$ cat config.mk
export PLATFORM = sky130hd
export DESIGN_NAME = bpbc_ram
export DESIGN_NICKNAME = d
export VERILOG_FILES = /design/src/hdl/bpbc_ram.sv
export SDC_FILE = /design/constraint.sdc
export NUM_CORES = 1
export LEC_CHECK = 0
export ABC_AREA = 0
export BUFFER_PORTS_ARGS = -buffer_cell sky130_fd_sc_hd__buf_4
export CORE_MARGIN = 2
export CORE_UTILIZATION = 30
export CTS_BUF_LIST = sky130_fd_sc_hd__clkbuf_4 sky130_fd_sc_hd__clkbuf_8 sky130_fd_sc_hd__clkbuf_16
export DETAILED_ROUTE_END_ITERATION = 7
export PLACE_DENSITY = 0.5
export SKIP_LAST_GASP = 1
export SLEW_MARGIN = 25
export SYNTH_ARGS = -nofsm -noshare
export SYNTH_HDL_FRONTEND = slang
export SYNTH_SLANG_ARGS = --single-unit
$ cat constraint.sdc
create_clock -name clk_i -period 1.65 [get_ports clk_i]
set_input_delay 0.0825 -clock clk_i [delete_from_list [all_inputs] [get_ports clk_i]]
set_output_delay 0.0825 -clock clk_i [all_outputs]
set_load 0.01 [all_outputs]
$ cat src/hdl/bpbc_ram.sv
// generic single-port-write, single-port-read ram with registered read
module bpbc_ram #(
  parameter int Width = 8,
  parameter int Depth = 16
) (
  input  logic                     clk_i,
  input  logic                     we_i,
  input  logic [$clog2(Depth)-1:0] waddr_i,
  input  logic [Width-1:0]         wdata_i,
  input  logic [$clog2(Depth)-1:0] raddr_i,
  output logic [Width-1:0]         rdata_o
);
  logic [Width-1:0] mem_q [Depth];

  always_ff @(posedge clk_i) begin
    if (we_i) mem_q[waddr_i] <= wdata_i;
    rdata_o <= mem_q[raddr_i];
  end
endmodule
---- Word-level counts from Yosys, hierarchy flattened ----
Memories as Yosys holds them, arrays and structs flattened. A register that Yosys moved wholly into a read port is not among the register bits.
Cells that the tools add are included.
storage, ports and cells
  flip-flop bits (word level) ............. 0
  latch bits .............................. 0
  bits in writable memories ............... 128
  ROM bits ................................ 0
  bits of input ports ..................... 18
  output and inout port bits .............. 8
  word-level logic and storage cells ...... 3
  memories ................................ 1
memories
  name   words  bits a word  read ports  clocked after memory_dff  write ports  RTL line  RTL
  mem_q  16     8            1           1                         1            13        logic [Width-1:0] mem_q [Depth];
cells by class
  $add $sub $neg .......................... 0
  multipliers ............................. 0
  divide/modulo/power cells ............... 0
  order comparisons ....................... 0
  eq/ne operators ......................... 0
  shift operators ......................... 0
  mux-type cells .......................... 2
  bitwise operators ....................... 0
  reductions and logical operators ........ 0
operators with widths
  cell               number
  1-bit two-way mux  2

---- Depth between registers and ports, before layout ----
  depth after elaboration ................. 2
  depth in mapped cells ................... 5
  depth with buffers taken out ............ 3

---- Worst setup path before layout ----
Ideal clock, no wire load.
  kind .................................... input port to flip-flop
  start ................................... input waddr_i[2]
  end ..................................... memory mem_q[0][0], enable pin
  setup time .............................. 383 ps
  arrival time ............................ 1,192 ps
  required time ........................... 1,267 ps
  path slack .............................. 75 ps
  stages .................................. 2
  buffers on the path ..................... 0
  path through ............................ or3b_2 > nor3_1
RTL lines
  element             RTL line  RTL
  start: declaration  8         input logic [$clog2(Depth)-1:0] waddr_i,
  end: declaration    13
Straight into the memory's write port.

==> run summary <==
- number of violations reported at the end of detailed-routing iteration 0: 238
- result of the run: finished clean
- die span in y: 135.0 um
- net switching fraction of the power: 0.1825
- Slew Limit Headroom: 0.4349
- setup total negative slack: 0 ns
- Clk Tree Root Cell: sky130_fd_sc_hd__clkbuf_16
- Final Slew Violations: 0
- DP Worst Slack: 0.1658 ns
- x dimension of the die: 135.0 um
- post-detailed-route count of antenna-violating nets: 0
- area overhead of the layout relative to synthesis: 25.47%
- critical path arrival: 1.64 ns
- warning count from the yosys run: 0
- CTS max path bufs: 2
- per-cell routed wire length: 19.48 um
- endpoints failing setup: 0
- area taken by multi-input logic gates: 1057 um^2
- CORE AREA: 16700 um^2
- Clock Sink Count: 136
- clock tree from TritonCTS: built
- peak supply drop: 0.8033 mV
- hold violation count in the final report: 0
- actual transition at the worst max-transition pin: 0.8445 ns
- worst slack on hold paths: 0.2073 ns
- global-route usage over all layers: 0.1224
- switching component of the power: 1.512 mW
- Nets: 311
- post-route clock period utilization: 0.8214
- maximum frequency from static timing analysis: 737.8 MHz
- vias in the first global route: 2621
- most area-consuming cells after synthesis: sky130_fd_sc_hd__edfxtp_1 (75%), sky130_fd_sc_hd__mux4_2 (7.9%), sky130_fd_sc_hd__mux4_1 (7.1%)
- proportion of netlist area held by the largest area contributor: 0.7467
- cells after synthesis: 229
- post-synth top area cell: sky130_fd_sc_hd__edfxtp_1
- first drt pass iteration count: 5
- number of DRC violations after detailed routing: 0
- Inserted Diodes: 0
- Max Cap Violations: 0
- synthesized flop and latch total: 136
- fin crit period: 1.355 ns
- fraction of power consumed by combinational cells: 0.050
- class of the tightest hold or removal check: primary input to flip-flop
- CTS buffer count: 17
- clock latency at the later pin of the worst-skew pair: 0.41 ns
- cts hold-fix bufs: 8
- clock share of power: 0.481
- Internal Power: 6.773 mW
- Distinct cells, synth: 19
- fillcell total: 1540
- wire length of the first global-routing pass: 15.66 mm
- setup repair after global routing missed its margin: false
- sequential share of the synthesized area: 0.7778
- category of the most critical setup path: flip-flop to flip-flop
- power after layout: 8.286 mW
- leak pwr: 2.203 nW
- total via count after detailed routing: 2418
- Worst Clk Skew: 0.005644 ns
- share of post-route cells with drive strength above 1: 0.3170
- final weighted congestion of routability-driven global placement: 0.6967
- effective utilization at floorplan: 0.3082
- via density per instance: 4.597
- post-detail-place hpwl: 6.872 mm
- Max FO, Critical Path: 1
- die area: 18220 um^2
- number of buffers added for setup after CTS: 0
- post-synthesis cell area: 5147 um^2
- Reg clk slew, reported paths: 0.05 ns
- level count of the clock H-tree: 4
- number of resized instances in the post-cts repair step: 0
- mean area per synthesized cell: 22.48 um^2
- capturing element type of the critical path: flip-flop
- fraction of power consumed by sequential logic: 0.469
- PortBufs: 25
- pin count of the biggest net entering global routing: 17
- power per cell area: 1283 nW/um^2
- total routed wirelength: 10.25 mm
- number of placement rows: 47
- Final Worst Setup Slack: 0.2947 ns
- count of boundary I/O pins: 26
- antenna violations before repair: 0
- leftover overflow at the end of global routing: 0
- critical path required time: 1.93 ns
- category of the worst setup path launch point: flip-flop
- syn nets: 247
- flip-flop and latch area: 4004 um^2
-- per-layer routing --
| layer | part of all wire | vias up | GRT usage |
|---|---|---|---|
| met4 | 0.016 | 0 | 0.05035 |
| met2 | 0.46 | 48 | 0.1847 |
| li1 | - | 1103 | - |
| met3 | 0.031 | 13 | 0.03266 |
| met5 | 0 | - | 0 |
| met1 | 0.49 | 1254 | 0.1687 |
-- final timing paths --
check	cells past startpoint	slack (ns)	from	endpoint
worst max-delay path	3	0.29	mem_q[11][7]	rdata_o[7]
worst min-delay path	3	0.21	waddr_i[0]	mem_q[4][3]
worst max register to register	3	0.29	mem_q[11][7]	rdata_o[7]
worst min register to register	3	0.67	mem_q[12][2]	rdata_o[2]
-- placed cells by master (no fill, tap or decap) --
master,instances
sky130_fd_sc_hd__a22oi_1,16
sky130_fd_sc_hd__and2_1,1
sky130_fd_sc_hd__and2b_1,1
sky130_fd_sc_hd__buf_12,4
sky130_fd_sc_hd__buf_4,43
sky130_fd_sc_hd__bufinv_16,4
sky130_fd_sc_hd__clkbuf_16,17
sky130_fd_sc_hd__clkbuf_4,2
sky130_fd_sc_hd__clkbuf_8,4
sky130_fd_sc_hd__clkinv_1,1
sky130_fd_sc_hd__clkinv_2,4
sky130_fd_sc_hd__dfxtp_1,8
sky130_fd_sc_hd__dlygate4sd3_1,8
sky130_fd_sc_hd__edfxtp_1,128
sky130_fd_sc_hd__mux4_1,14
sky130_fd_sc_hd__mux4_2,18
sky130_fd_sc_hd__nand2_1,9
sky130_fd_sc_hd__nand2b_1,2
sky130_fd_sc_hd__nand3_1,1
sky130_fd_sc_hd__nand3b_1,2
sky130_fd_sc_hd__nor2_1,13
sky130_fd_sc_hd__nor2b_1,1
sky130_fd_sc_hd__nor3_1,4
sky130_fd_sc_hd__or3b_2,1
-- cell type report --
cell class | instances | area share
repair buffers | 55 | 0.07478
well taps | 220 | 0.04262
clock buffers | 23 | 0.07671
flip-flops and latches | 136 | 0.6199
clock inverters | 9 | 0.02228
multi-input cells | 83 | 0.1637
-- critical path, cell delays in order (launching register included) --
cell                       delay (ns)
sky130_fd_sc_hd__edfxtp_1        0.36
sky130_fd_sc_hd__mux4_2          0.47
sky130_fd_sc_hd__a22oi_1         0.33
sky130_fd_sc_hd__nand2_1         0.08
-- power groups by stage --
| stage | combinational [mW] | clock [mW] | sequential, mW |
|---|---|---|---|
| after floorplan | 0.196 | 0 | 3.96 |
| after global placement | 0.407 | 0 | 3.96 |
| final | 0.417 | 3.98 | 3.89 |
| after CTS | 0.428 | 4.06 | 3.89 |
| after global routing | 0.453 | 4.21 | 3.89 |
| after detailed placement | 0.411 | 0 | 3.96 |
-- cells in the mapped netlist, drive strengths merged --
cell type and n:
nor2 13, buf 7, dfxtp 8, and2 1, and2b 1, nor2b 1, nand3 1, nand2b 2
or3b 1, mux4 32, nand2 9, clkdlybuf4s25 3, edfxtp 128, a22oi 16, nand3b 2, nor3 4
-- sequential cells by signal, summed over array words and instances, names as in the netlist --
name	cells
rdata_o	8
mem_q	128
-- kinds of logic after synthesis --
kind of cell / count (synthesis) / share of synthesized area
compound gates: 16 / 0.02334
simple gates: 35 / 0.03184
flops: 136 / 0.7778
buf+inv: 10 / 0.01677
mux: 32 / 0.1502
-- metrics by stage --
| stage | utilization | cells | cell area, um^2 |
|---|---|---|---|
| 3_5_place_dp | 0.3436 | 486 | 5739 |
| 5_1_grt | 0.3867 | 526 | 6459 |
| 6_report | 0.3867 | 526 | 6459 |
| 4_1_cts | 0.3867 | 526 | 6459 |
| 2_1_floorplan | - | 229 | 5147 |
| 3_3_place_gp | 0.3436 | 486 | 5739 |
Note: power is estimated with default switching activity, not from simulation.
